$ cat config.mk
export PLATFORM = sky130hd
export DESIGN_NAME = integer_printf_formatter
export DESIGN_NICKNAME = d
export VERILOG_FILES = /design/src/ipf_pkg.sv /design/src/ipf_ctrl.sv /design/src/ipf_dp.sv /design/src/integer_printf_formatter.sv
export VERILOG_INCLUDE_DIRS = /design/src /design/src/src
export SDC_FILE = /design/constraint.sdc
export NUM_CORES = 1
export LEC_CHECK = 0
export BUFFER_PORTS_ARGS = -buffer_cell sky130_fd_sc_hd__buf_2
export CAP_MARGIN = 20
export CORE_MARGIN = 1
export CORE_UTILIZATION = 50
export CTS_BUF_LIST = sky130_fd_sc_hd__clkbuf_8
export CTS_CLUSTER_SIZE = 10
export DETAILED_ROUTE_END_ITERATION = 10
export GPL_ROUTABILITY_DRIVEN = 0
export HOLD_SLACK_MARGIN = 0.05
export PLACE_DENSITY_LB_ADDON = 0.08
export SYNTH_ARGS = -nofsm -noshare
export SYNTH_HDL_FRONTEND = slang
export SYNTH_SLANG_ARGS = --single-unit
$ cat constraint.sdc
create_clock -name clk -period 17 [get_ports clk]
set_clock_uncertainty 0.1 [all_clocks]
set_input_delay 2.55 -clock clk [delete_from_list [all_inputs] [get_ports clk]]
set_output_delay 2.55 -clock clk [all_outputs]
set_load 0.02 [all_outputs]
$ cat src/integer_printf_formatter_macros.svh
// ----------------------------------------------------------------------------
// Integer printf formatter assertion macros
// Concurrent assertion shorthands clocked on clk and disabled during rst.
// ----------------------------------------------------------------------------
`ifndef INTEGER_PRINTF_FORMATTER_MACROS_SVH
`define INTEGER_PRINTF_FORMATTER_MACROS_SVH
`ifndef SYNTH
`define IPF_ASSERT_IMP(label, a, c) \
  label: assert property (@(posedge clk) disable iff (rst) (a) |-> (c)) \
    else $error("ipf assertion failed");
`define IPF_ASSERT_NXT(label, a, c) \
  label: assert property (@(posedge clk) disable iff (rst) (a) |=> (c)) \
    else $error("ipf assertion failed");
`else
`define IPF_ASSERT_IMP(label, a, c)
`define IPF_ASSERT_NXT(label, a, c)
`endif
`endif

$ cat src/ipf_pkg.sv
// ----------------------------------------------------------------------------
// Integer printf formatter package
// Shared constants, segment codes and controller/datapath interface structs.
// ----------------------------------------------------------------------------
`default_nettype none

package ipf_pkg;

  localparam int MAX_FIELD_DEF = 64;
  localparam int MAX_DIGITS    = 20;
  localparam int DIG_BITS      = 4 * MAX_DIGITS;
  localparam int NDW           = 5;
  localparam int CONV_STEPS    = 32;
  localparam int CSW           = 5;

  typedef enum logic [2:0] {
    CONV_SDEC,
    CONV_UDEC,
    CONV_HEX_LO,
    CONV_HEX_UP,
    CONV_PTR,
    CONV_SPARE5,
    CONV_SPARE6,
    CONV_SPARE7
  } conv_t;

  typedef enum logic [2:0] {
    SEG_LEAD,
    SEG_PRE,
    SEG_ZERO,
    SEG_DIG,
    SEG_TRAIL
  } seg_t;

  typedef struct packed {
    logic load;
    logic conv;
    logic meas;
    logic setup;
    logic emit;
    logic empty;
    logic seg_load;
    seg_t load_seg;
    seg_t cur_seg;
    logic last;
  } ipf_cmd_t;

  typedef struct packed {
    logic conv_done;
    logic nz_lead;
    logic nz_pre;
    logic nz_zero;
    logic nz_dig;
    logic nz_trail;
    logic cnt_one;
  } ipf_stat_t;

endpackage

`default_nettype wire

$ cat src/ipf_ctrl.sv
// ----------------------------------------------------------------------------
// Integer printf formatter controller
// Sequences conversion, sizing and the emission of the field segments.
// ----------------------------------------------------------------------------
`default_nettype none

module ipf_ctrl (
  input  logic                clk,
  input  logic                rst,
  input  logic                start,
  input  ipf_pkg::ipf_stat_t  sts,
  output logic                busy,
  output ipf_pkg::ipf_cmd_t   ctl
);
  import ipf_pkg::*;

  typedef enum logic [10:0] {
    S_IDLE  = 11'b00000000001,
    S_CONV  = 11'b00000000010,
    S_MEAS  = 11'b00000000100,
    S_SETUP = 11'b00000001000,
    S_PLAN  = 11'b00000010000,
    S_LEAD  = 11'b00000100000,
    S_PRE   = 11'b00001000000,
    S_ZERO  = 11'b00010000000,
    S_DIG   = 11'b00100000000,
    S_TRAIL = 11'b01000000000,
    S_EMPTY = 11'b10000000000
  } state_t;

  state_t state;
  state_t state_next;
  state_t follow;

  function automatic logic is_seg(input state_t s);
    return (s == S_LEAD) || (s == S_PRE) || (s == S_ZERO) || (s == S_DIG) ||
           (s == S_TRAIL);
  endfunction

  function automatic seg_t seg_of(input state_t s);
    seg_t r;
    unique case (s)
      S_PRE:   r = SEG_PRE;
      S_ZERO:  r = SEG_ZERO;
      S_DIG:   r = SEG_DIG;
      S_TRAIL: r = SEG_TRAIL;
      default: r = SEG_LEAD;
    endcase
    return r;
  endfunction

  always_ff @(posedge clk) begin
    if (rst) begin
      state <= S_IDLE;
    end else begin
      state <= state_next;
    end
  end

  // pick the first non-empty segment after the current one
  always_comb begin
    follow = S_IDLE;
    unique case (state)
      S_PLAN: begin
        priority if (sts.nz_lead) follow = S_LEAD;
        else if (sts.nz_pre)      follow = S_PRE;
        else if (sts.nz_zero)     follow = S_ZERO;
        else if (sts.nz_dig)      follow = S_DIG;
        else if (sts.nz_trail)    follow = S_TRAIL;
        else                      follow = S_EMPTY;
      end
      S_LEAD: begin
        priority if (sts.nz_pre) follow = S_PRE;
        else if (sts.nz_zero)    follow = S_ZERO;
        else if (sts.nz_dig)     follow = S_DIG;
        else if (sts.nz_trail)   follow = S_TRAIL;
        else                     follow = S_IDLE;
      end
      S_PRE: begin
        priority if (sts.nz_zero) follow = S_ZERO;
        else if (sts.nz_dig)      follow = S_DIG;
        else if (sts.nz_trail)    follow = S_TRAIL;
        else                      follow = S_IDLE;
      end
      S_ZERO: begin
        priority if (sts.nz_dig) follow = S_DIG;
        else if (sts.nz_trail)   follow = S_TRAIL;
        else                     follow = S_IDLE;
      end
      S_DIG: begin
        priority if (sts.nz_trail) follow = S_TRAIL;
        else                       follow = S_IDLE;
      end
      default: follow = S_IDLE;
    endcase
  end

  always_comb begin
    unique case (state)
      S_IDLE:  state_next = start ? S_CONV : S_IDLE;
      S_CONV:  state_next = sts.conv_done ? S_MEAS : S_CONV;
      S_MEAS:  state_next = S_SETUP;
      S_SETUP: state_next = S_PLAN;
      S_PLAN:  state_next = follow;
      S_LEAD, S_PRE, S_ZERO, S_DIG, S_TRAIL: begin
        state_next = sts.cnt_one ? follow : state;
      end
      S_EMPTY: state_next = S_IDLE;
      default: state_next = S_IDLE;
    endcase
  end

  always_comb begin
    ctl.load     = (state == S_IDLE) && start;
    ctl.conv     = (state == S_CONV);
    ctl.meas     = (state == S_MEAS);
    ctl.setup    = (state == S_SETUP);
    ctl.emit     = is_seg(state);
    ctl.empty    = (state == S_EMPTY);
    ctl.seg_load = is_seg(state_next) && (state_next != state);
    ctl.load_seg = seg_of(state_next);
    ctl.cur_seg  = seg_of(state);
    ctl.last     = ctl.empty || (ctl.emit && sts.cnt_one && (follow == S_IDLE));
  end

  assign busy = (state != S_IDLE);

endmodule

`default_nettype wire

$ cat src/ipf_dp.sv
// ----------------------------------------------------------------------------
// Integer printf formatter datapath
// Holds the request, converts to BCD, sizes the segments and forms characters.
// ----------------------------------------------------------------------------
`default_nettype none

module ipf_dp #(
  parameter int MAX_FIELD = ipf_pkg::MAX_FIELD_DEF
) (
  input  logic               clk,
  input  logic               rst,
  input  logic [2:0]         cmd,
  input  logic signed [63:0] value,
  input  logic [6:0]         field_width,
  input  logic signed [6:0]  precision,
  input  logic               zero_pad,
  input  logic               left_justify,
  input  logic               alt_form,
  input  logic               plus_sign,
  input  logic               space_sign,
  input  ipf_pkg::ipf_cmd_t  ctl,
  output ipf_pkg::ipf_stat_t sts,
  output logic               strobe,
  output logic [7:0]         out_char,
  output logic               char_valid,
  output logic               last,
  output logic [6:0]         total_length
);
  import ipf_pkg::*;

  localparam int LW = ($clog2(MAX_FIELD + 1) > 7) ? $clog2(MAX_FIELD + 1) : 7;
  localparam logic [LW-1:0] FIELD_MAX = LW'(MAX_FIELD);

  localparam logic [7:0] CH_NUL   = 8'h00;
  localparam logic [7:0] CH_SPACE = 8'h20;
  localparam logic [7:0] CH_PLUS  = 8'h2B;
  localparam logic [7:0] CH_MINUS = 8'h2D;
  localparam logic [7:0] CH_ZERO  = 8'h30;
  localparam logic [7:0] CH_UX    = 8'h58;
  localparam logic [7:0] CH_LX    = 8'h78;
  localparam logic [7:0] CH_UA10  = 8'h37;
  localparam logic [7:0] CH_LA10  = 8'h57;

  function automatic logic [DIG_BITS-1:0] dd_step(input logic [DIG_BITS-1:0] b,
                                                  input logic bit_in);
    logic [DIG_BITS-1:0] a;
    a = b;
    for (int i = 0; i < MAX_DIGITS; i++) begin
      if (a[4*i +: 4] >= 4'd5) a[4*i +: 4] = a[4*i +: 4] + 4'd3;
    end
    return {a[DIG_BITS-2:0], bit_in};
  endfunction

  // request decode
  logic [63:0]   raw;
  logic          is_hex_in;
  logic          is_signed_in;
  logic [63:0]   mag_in;
  logic [1:0]    np_in;
  logic [7:0]    p0_in;
  logic [7:0]    p1_in;
  logic [LW-1:0] prec_raw_in;
  logic [LW-1:0] lim_in;
  logic [LW-1:0] prec_c_in;
  logic [LW-1:0] width_ext;
  logic [LW-1:0] width_c_in;

  // held request and working state
  logic [63:0]         sh;
  logic [DIG_BITS-1:0] dig;
  logic [CSW-1:0]      conv_cnt;
  logic                dec;
  logic                upper;
  logic [1:0]          np;
  logic [7:0]          p0;
  logic [7:0]          p1;
  logic [LW-1:0]       prec_c;
  logic [LW-1:0]       width_c;
  logic                zpad;
  logic                left;
  logic [NDW-1:0]      nd;
  logic [LW-1:0]       dzero;
  logic [LW-1:0]       body;
  logic [LW-1:0]       len_lead;
  logic [LW-1:0]       len_zero;
  logic [LW-1:0]       len_trail;
  logic [LW-1:0]       total;
  logic [LW-1:0]       cnt;
  logic [NDW-1:0]      dptr;

  logic [NDW-1:0] nd_c;
  logic [LW-1:0]  nd_c_ext;
  logic [LW-1:0]  nd_ext;
  logic [LW-1:0]  pad_c;
  logic [3:0]     nib;
  logic [7:0]     dch;
  logic [7:0]     ch;

  always_comb begin
    raw          = value;
    is_hex_in    = (cmd == CONV_HEX_LO) || (cmd == CONV_HEX_UP) || (cmd == CONV_PTR);
    is_signed_in = !((cmd == CONV_UDEC) || is_hex_in);
    mag_in       = (is_signed_in && raw[63]) ? (64'd0 - raw) : raw;
    np_in        = 2'd0;
    p0_in        = CH_ZERO;
    p1_in        = CH_LX;
    priority if ((((cmd == CONV_HEX_LO) || (cmd == CONV_HEX_UP)) && alt_form && (|raw)) ||
                 (cmd == CONV_PTR)) begin
      np_in = 2'd2;
      p1_in = (cmd == CONV_HEX_UP) ? CH_UX : CH_LX;
    end else if (is_signed_in && raw[63]) begin
      np_in = 2'd1;
      p0_in = CH_MINUS;
    end else if (is_signed_in && plus_sign) begin
      np_in = 2'd1;
      p0_in = CH_PLUS;
    end else if (is_signed_in && space_sign) begin
      np_in = 2'd1;
      p0_in = CH_SPACE;
    end else begin
      np_in = 2'd0;
    end
    prec_raw_in = precision[6] ? LW'(1) : LW'(precision[5:0]);
    lim_in      = FIELD_MAX - LW'(np_in);
    prec_c_in   = (prec_raw_in > lim_in) ? lim_in : prec_raw_in;
    width_ext   = LW'(field_width);
    width_c_in  = (width_ext > FIELD_MAX) ? FIELD_MAX : width_ext;
  end

  always_comb begin
    nd_c = '0;
    for (int i = 0; i < MAX_DIGITS; i++) begin
      if (dig[4*i +: 4] != 4'd0) nd_c = NDW'(i + 1);
    end
    nd_c_ext = LW'(nd_c);
    nd_ext   = LW'(nd);
    pad_c    = (width_c > body) ? (width_c - body) : '0;
  end

  always_ff @(posedge clk) begin
    if (ctl.load) begin
      sh       <= mag_in;
      dig      <= is_hex_in ? DIG_BITS'(raw) : '0;
      conv_cnt <= '0;
      dec      <= !is_hex_in;
      upper    <= (cmd == CONV_HEX_UP);
      np       <= np_in;
      p0       <= p0_in;
      p1       <= p1_in;
      prec_c   <= prec_c_in;
      width_c  <= width_c_in;
      zpad     <= zero_pad;
      left     <= left_justify;
    end else if (ctl.conv && dec) begin
      sh       <= {sh[61:0], 2'b00};
      dig      <= dd_step(dd_step(dig, sh[63]), sh[62]);
      conv_cnt <= conv_cnt + CSW'(1);
    end
  end

  // size the body from the digit count at MEAS; segment lengths follow at SETUP
  always_ff @(posedge clk) begin
    if (ctl.meas) begin
      nd    <= nd_c;
      dzero <= (prec_c > nd_c_ext) ? (prec_c - nd_c_ext) : '0;
      body  <= ((prec_c > nd_c_ext) ? prec_c : nd_c_ext) + LW'(np);
    end
  end

  always_ff @(posedge clk) begin
    if (ctl.setup) begin
      len_lead  <= (!left && !zpad) ? pad_c : '0;
      len_zero  <= dzero + ((!left && zpad) ? pad_c : '0);
      len_trail <= left ? pad_c : '0;
      total     <= body + pad_c;
    end
  end

  always_ff @(posedge clk) begin
    if (ctl.seg_load) begin
      unique case (ctl.load_seg)
        SEG_LEAD:  cnt <= len_lead;
        SEG_PRE:   cnt <= LW'(np);
        SEG_ZERO:  cnt <= len_zero;
        SEG_DIG:   cnt <= nd_ext;
        SEG_TRAIL: cnt <= len_trail;
        default:   cnt <= '0;
      endcase
      dptr <= nd - NDW'(1);
    end else if (ctl.emit) begin
      cnt <= cnt - LW'(1);
      if (ctl.cur_seg == SEG_DIG) dptr <= dptr - NDW'(1);
    end
  end

  always_comb begin
    sts.conv_done = !dec || (conv_cnt == CSW'(CONV_STEPS - 1));
    sts.nz_lead   = (len_lead != '0);
    sts.nz_pre    = (np != 2'd0);
    sts.nz_zero   = (len_zero != '0);
    sts.nz_dig    = (nd != '0);
    sts.nz_trail  = (len_trail != '0);
    sts.cnt_one   = (cnt == LW'(1));
  end

  always_comb begin
    nib = dig[{dptr, 2'b00} +: 4];
    dch = (nib < 4'd10) ? (CH_ZERO + {4'b0000, nib})
                        : ((upper ? CH_UA10 : CH_LA10) + {4'b0000, nib});
    unique case (ctl.cur_seg)
      SEG_LEAD:  ch = CH_SPACE;
      SEG_PRE:   ch = ((np == 2'd2) && (cnt == LW'(1))) ? p1 : p0;
      SEG_ZERO:  ch = CH_ZERO;
      SEG_DIG:   ch = dch;
      SEG_TRAIL: ch = CH_SPACE;
      default:   ch = CH_NUL;
    endcase
  end

  always_ff @(posedge clk) begin
    if (rst) begin
      strobe     <= 1'b0;
      char_valid <= 1'b0;
      last       <= 1'b0;
    end else begin
      strobe     <= ctl.emit || ctl.empty;
      char_valid <= ctl.emit;
      last       <= ctl.last;
    end
  end

  always_ff @(posedge clk) begin
    out_char     <= ctl.emit ? ch : CH_NUL;
    total_length <= ctl.empty ? 7'd0 : total[6:0];
  end

endmodule

`default_nettype wire

$ cat src/integer_printf_formatter.sv
// ----------------------------------------------------------------------------
// Integer printf formatter
// Formats a 64-bit value as %d %u %x %X or %p, one ASCII character per cycle.
// Decimal values are converted to BCD in 32 two-bit shift-add steps; hex and
// pointer values are loaded straight into the digit register.
// The characters then follow one per cycle; busy stays high while a request
// is converted, sized and emitted.
// Reset: synchronous rst returns the controller to idle and drops strobe.
// ----------------------------------------------------------------------------
`default_nettype none

`include "integer_printf_formatter_macros.svh"

module integer_printf_formatter #(
  parameter int MAX_FIELD = ipf_pkg::MAX_FIELD_DEF
) (
  input  logic               clk,
  input  logic               rst,
  input  logic               start,
  output logic               busy,
  input  logic [2:0]         cmd,
  input  logic signed [63:0] value,
  input  logic [6:0]         field_width,
  input  logic signed [6:0]  precision,
  input  logic               zero_pad,
  input  logic               left_justify,
  input  logic               alt_form,
  input  logic               plus_sign,
  input  logic               space_sign,
  output logic               strobe,
  output logic [7:0]         out_char,
  output logic               char_valid,
  output logic               last,
  output logic [6:0]         total_length
);
  import ipf_pkg::*;

  ipf_cmd_t  ctl;
  ipf_stat_t sts;

  ipf_ctrl u_ctrl (
    .clk   (clk),
    .rst   (rst),
    .start (start),
    .sts   (sts),
    .busy  (busy),
    .ctl   (ctl)
  );

  ipf_dp #(
    .MAX_FIELD (MAX_FIELD)
  ) u_dp (
    .clk          (clk),
    .rst          (rst),
    .cmd          (cmd),
    .value        (value),
    .field_width  (field_width),
    .precision    (precision),
    .zero_pad     (zero_pad),
    .left_justify (left_justify),
    .alt_form     (alt_form),
    .plus_sign    (plus_sign),
    .space_sign   (space_sign),
    .ctl          (ctl),
    .sts          (sts),
    .strobe       (strobe),
    .out_char     (out_char),
    .char_valid   (char_valid),
    .last         (last),
    .total_length (total_length)
  );

  `IPF_ASSERT_IMP(a_empty_item, strobe && !char_valid, last && (total_length == 7'd0))
  `IPF_ASSERT_NXT(a_accept_busy, start && !busy, busy)
  `IPF_ASSERT_NXT(a_last_gap, strobe && last, !strobe)
  `IPF_ASSERT_IMP(a_emit_busy, ctl.emit, busy)

endmodule

`default_nettype wire
Yosys cells after proc, flatten, opt, wreduce, memory -nomap -nowiden

Index checks and enable logic that the tools add are counted.

Bits of input ports: 89
Bits in registers: 273
Output and inout bits: 19
Logic and storage cells: 376

Equal/unequal tests: 34
Mux-type cells: 145
Magnitude comparators: 45
Add/sub/neg operators: 53
Shift operators: 1
Reduce and logical (&&, ||, !) cells: 69

Operators by type and width:

| kind                  | count |
|---|---|
| $mux 4                | 84 |
| $mux 64               | 4 |
| $ge 4x3->1 const B    | 40 |
| $mux 80               | 2 |
| $add 4x2->4 const B   | 38 |
| $mux 11               | 9 |
| $reduce_bool 4->1     | 20 |
| $shiftx 80x8->4       | 1 |
| $pmux 11 s6           | 1 |
| $reduce_or 64->1      | 1 |
| $sub 1x64->64 const A | 1 |
| $mux 5                | 11 |
| $pmux 11 s5           | 1 |
| $mux 7                | 7 |
| $pmux 7 s5            | 1 |
| $pmux 8 s4            | 1 |
| $mux 3                | 9 |
| $pmux 3 s4            | 2 |
| $eq 11x1->1 const B   | 2 |
| $eq 11x10->1 const B  | 2 |
| $eq 11x6->1 const B   | 2 |
| $eq 11x7->1 const B   | 2 |
| $eq 11x8->1 const B   | 2 |
| $eq 11x9->1 const B   | 2 |
| 44 further kinds      | 102 |

Longest topological paths before layout

Depth after elaboration: 24
Depth in mapped cells: 24
Gate-level depth less buffers: 23

Cells and area by module

Synthesis repeated with hierarchy kept, for this count alone.

Cell total of the unflattened synthesis: 2057
Area total of the unflattened synthesis: 18931.9 sq um

By module, submodules not included:

| module   | sequential area each (sq um) | instances | area each (sq um) | cells each |
|---|---|---|---|---|
| ipf_dp   | 7287.0                       | 1         | 17810.8           | 1907 |
| ipf_ctrl | 220.2                        | 1         | 1121.1            | 150 |

Worst setup path before layout

No wires, ideal clock.

Path type: input -> register
Start: input port start
End: register u_dp.dig[0], enable pin
Library setup time: 1.222 ns
Arrival: 5.650 ns
Required time: 15.678 ns
Buffers on the path: 2
Setup slack: 10.027 ns
Stages on the path: 4
Cells stage by stage: nand4_1 > clkbuf_1 > clkbuf_1 > nand2_1

Longest elaborated chain between the ends: 2

RTL lines:

| item                        | RTL line                       | source |
|---|---|---|
| start: declaration          | integer_printf_formatter.sv:19 | `input logic start,` |
| $logic_and 1x1->1           | ipf_ctrl.sv:114                | `ctl.load = (state == S_IDLE) && start;` |
| $reduce_bool 2->1 (no line) | n/a                            |  |
| end signal: assignment      | ipf_dp.sv:143                  | `dig <= is_hex_in ? DIG_BITS'(raw) : '0;` |
| end signal: assignment      | ipf_dp.sv:156                  | `dig <= dd_step(dd_step(dig, sh[63]), sh[62]);` |
| end: declaration            | ipf_dp.sv:70                   | `logic [DIG_BITS-1:0] dig;` |

Every way passes these cells.
A chain may end at the register's enable or synchronous reset.

Worst setup path after layout

Start: input port value[7]
End: register u_dp.prec_c[0] (data pin)

Longest elaborated chain between the ends: 7

RTL lines:

| item                        | RTL line                       | source |
|---|---|---|
| start: declaration          | integer_printf_formatter.sv:22 | `input logic signed [63:0] value,` |
| $reduce_or 64->1            | ipf_dp.sv:107                  | `priority if ((((cmd == CONV_HEX_LO) \|\| (cmd == CONV_HEX_UP)) && alt_form && (\|raw)) \|\|` |
| $logic_and 1x1->1           | ipf_dp.sv:107                  |  |
| $logic_or 1x1->1            | ipf_dp.sv:107                  |  |
| $mux 2                      | ipf_dp.sv:107                  |  |
| $sub 7x2->7                 | ipf_dp.sv:124                  | `lim_in = FIELD_MAX - LW'(np_in);` |
| named net u_dp.lim_in[6]    | ipf_dp.sv:63                   | `logic [LW-1:0] lim_in;` |
| $gt 7x7->1                  | ipf_dp.sv:125                  | `prec_c_in = (prec_raw_in > lim_in) ? lim_in : prec_raw_in;` |
| $mux 7                      | ipf_dp.sv:125                  |  |
| named net u_dp.prec_c_in[0] | ipf_dp.sv:64                   | `logic [LW-1:0] prec_c_in;` |
| end signal: assignment      | ipf_dp.sv:150                  | `prec_c <= prec_c_in;` |
| end: declaration            | ipf_dp.sv:77                   | `logic [LW-1:0] prec_c;` |

The timed path passes the listed nets, and every way through them passes these cells.

==> summary.md <==
| Metric | Value |
|---|---|
| Initial Util | `0.508` |
| Area of the die | `0.0380 mm2` |
| FF-to-FF Start | `u_dp.dig[4]` |
| Largest area contributor in the netlist | `edfxtp_1` |
| CTS sink cnt | `261` |
| Inserted Clock Buffers | `49` |
| Vias in the first global route | `14303` |
| Non-Filler Instances | `2578` |
| Share of cells above drive strength 1 | `0.138` |
| Initial antenna violation count | `4` |
| Post-DP HPWL | `33.7 mm` |
| Crit path max fanout | `7` |
| Status | `finished, final reports clean` |
| Critical path class | `in2reg` |
| Layout Area Growth over Synthesis | `10.3%` |
| Min Hold Slack | `338 ps` |
| Reg2reg setup slack | `11080 ps` |
| Final #Nets | `2281` |
| R2R Path End | `u_dp.body[4]` |
| Grt ovf | `0` |
| Worst-Skew Late Latency | `650 ps` |
| ANT nets after route | `0` |
| Post-synthesis sequential area ratio | `0.404` |
| Worst Hold End | `u_dp.total_length[3]` |
| DR iter-0 viols | `883` |
| Synth Area in Adders | `0.0848` |
| Post-Syn Area | `0.0186 mm2` |
| Post-Synth XOR/XNOR Area | `0.0673` |
| Largest net degree at the start of global routing | `93` |
| DP Cell Count | `2486` |
| Hold_sp | `u_dp.total[3]` |
| TritonCTS clock tree | `done` |
| Vias per cell | `5.71` |
| Critical Path Start Type | `input pin` |
| Max Cap Viol | `0` |
| Unique masters post-synth | `82` |
| Design Area, Final | `0.0205 mm2` |
| CTS resizes | `0` |
| Final min period | `between 6000 and 7000 ps` |
| Clk buf depth | `3` |
| Synth top area cells | `edfxtp_1 (37%), ha_1 (7.9%), o21ai_0 (5.4%)` |
| Worst Hold Class | `reg2reg` |
| Fin. Hold Viols | `0` |
| DR WL/cell | `17.8 um` |
| Fin. max-slew vios | `0` |
| Multi-input gate area | `0.0103 mm2` |
| Maximum vdd drop | `0.0000770 V` |
| # hold bufs at CTS | `0` |
| Die Height | `195 um` |
| Root buf cell | `clkbuf_8` |
| # IOs | `roughly 110` |
| Lkg Pwr | `8.01 nW` |
| Post-placement cell area | `roughly 0.02 mm2` |
| Final wirelength | `around 46 mm` |
| Reg area | `0.00751 mm2` |
| CP endpoint kind | `flop` |
| Post-Syn Nets | `2173` |
| Final TNS setup | `0 ps` |
| Largest family of logic cells by synthesized area | `simple AND/OR/NAND/NOR gates` |
| Worst rel slew slack | `0.342` |
| Gate Count Post-Synth | `1961` |
| Simple-gate area share of the yosys netlist | `0.185` |
| RSZ-0062 raised after global routing | `false` |
| Post-synth top cells | `edfxtp_1 (228), o21ai_0 (202), nor2_1 (169)` |
| Layout filler cell count | `3322` |
| Mux share of post-synthesis cell area | `0.0696` |
| CP Data Required Time | `about 17000 ps` |
| Worst Max-Slew Pin Slew | `977 ps` |
| Gr usage total | `0.243` |
| Hold path cells | `1` |
| Asr flop ratio synth | `0` |
| First-pass GRT wire length | `73.6 mm` |
| Post-CTS Setup Bufs | `0` |
| Drt pass-1 iters | `5` |
| Max frequency | `0.157 GHz` |
| Worst path arrival time | `6780 ps` |
| Die width | `roughly 190 um` |
| Post-synthesis compound-gate area fraction | `0.145` |
| CORE AREA | `~0.037 mm2` |
| FP Rows | `70` |
| Worst-path clk slew | `60 ps` |
| Power density over the cells | `144 mW/mm2` |
| Worst R2R Path Depth | `22` |
| Post-synth top flop | `edfxtp_1` |
| Yosys warning count | `0` |
| Post-synth EDFFs | `228` |
| Synth Register Bits | `261` |
| Average size of a mapped cell | `9.48 um2` |
| Synth top area share | `0.368` |
| Number of remaining DRC errors | `0` |
| Final Setup Violations | `0` |
| PortBufs | `106` |
| Htree depth | `2` |
| Final period utilization | `0.375` |
| Leading cell type by number of instances after synthesis | `edfxtp_1` |
| Via count | `14730` |
==> worst max path at each step <==
stage	slack, ps	depth (start not counted)	endpoint	startpoint
2_1_floorplan	10030	4	u_dp.dig[0]	start
3_3_place_gp	10200	16	u_dp.prec_c[0]	value[7]
3_5_place_dp	10030	16	u_dp.prec_c[0]	value[7]
4_1_cts	10730	16	u_dp.prec_c[0]	value[7]
5_1_grt	10460	16	u_dp.prec_c[0]	value[7]
6_report	10620	16	u_dp.prec_c[0]	value[7]
==> report_power, final <==
group          switching, mW  total [mW]  internal, mW
Clock                  0.290       0.581         0.291
Combinational          0.755        1.37         0.620
Sequential             0.112       0.997         0.885
==> per-layer routing <==
| layer | GRT usage | vias to the layer above | routed length, um |
|---|---|---|---|
| met4 | 0.0784 | 4 | 1000 |
| met1 | 0.304 | 7000 | 19900 |
| met3 | 0.0508 | 81 | 2370 |
| li1 | - | 7289 | - |
| met2 | 0.418 | 356 | 22600 |
| met5 | 0 | - | 28 |
==> area by class of cell <==
type | count | area share
diodes | 3 | 0.000366
multi-input cells | 1485 | 0.502
flip-flops and latches | 261 | 0.366
clock inverters | 39 | 0.0102
clock buffers | 50 | 0.0336
well taps | 468 | 0.0285
inverters | 148 | 0.0271
repair buffers | 124 | 0.0325
==> placed cells by master (no fill, tap or decap), drive strengths merged, types with 13 or more instances in the layout <==
master / netlist / layout
o31ai: 15 / 15
edfxtp: 228 / 228
o21ai: 205 / 205
nand3: 81 / 81
inv: 147 / 163
a21oi: 142 / 142
mux2: 35 / 35
dfxtp: 33 / 33
clkinv: 1 / 22
nor3b: 46 / 46
clkbuf: 55 / 50
xor2: 47 / 47
mux2i: 36 / 36
nor3: 48 / 48
nand2: 143 / 143
nor2b: 41 / 41
and2: 15 / 15
mux4: 24 / 24
or3: 13 / 13
xnor2: 96 / 96
ha: 118 / 118
nor4: 19 / 19
buf: 12 / 124
o21a: 24 / 24
nor2: 170 / 170
nand2b: 35 / 35
==> registers in the layout, indices dropped and copies added (netlist names), 2 cells and up <==
signal and flops:
u_dp.dig 80, u_dp.sh 64, u_ctrl.state 11, u_dp.body 7, u_dp.cnt 7, u_dp.dzero 7, u_dp.len_lead 7, u_dp.len_trail 7
u_dp.len_zero 7, u_dp.out_char 7, u_dp.prec_c 7, u_dp.total 7, u_dp.total_length 7, u_dp.width_c 7, u_dp.conv_cnt 5, u_dp.dptr 5
u_dp.nd 5, u_dp.p0 4, u_dp.np 2
==> worst max-delay path, cell delays in order <==
cell and delay [ps]:
buf_2 140, or4_4 560, nor3_2 360, nand4bb_4 270, nor4_4 500, a31oi_2 240
a211oi_2 460, ha_1 330, nor2b_1 140, o21a_1 150, o21ai_0 390, nor2_1 90
o22ai_1 180, nor2_1 70, nor2_2 130, mux2i_1 190
==> cell families after synthesis <==
family                     after synthesis
DFF                                    261
muxes                                   95
xor gates and xnor gates               143
buffers and inverters                  215
and+or+nand+nor                        660
adders and majority gates              123
AOI/OAI and AO/OA                      463
other                                    1
==> metrics by stage <==
step	utilization	total power, mW	setup slack, ps
detailed placement	0.536	2.38	10030
finish	0.560	2.95	10620
global placement	0.536	2.32	10200
floorplan	-	2.08	10030
global route	0.560	3.20	10460
CTS	0.560	2.97	10730
No activity file was read; power rests on OpenSTA's default activity.
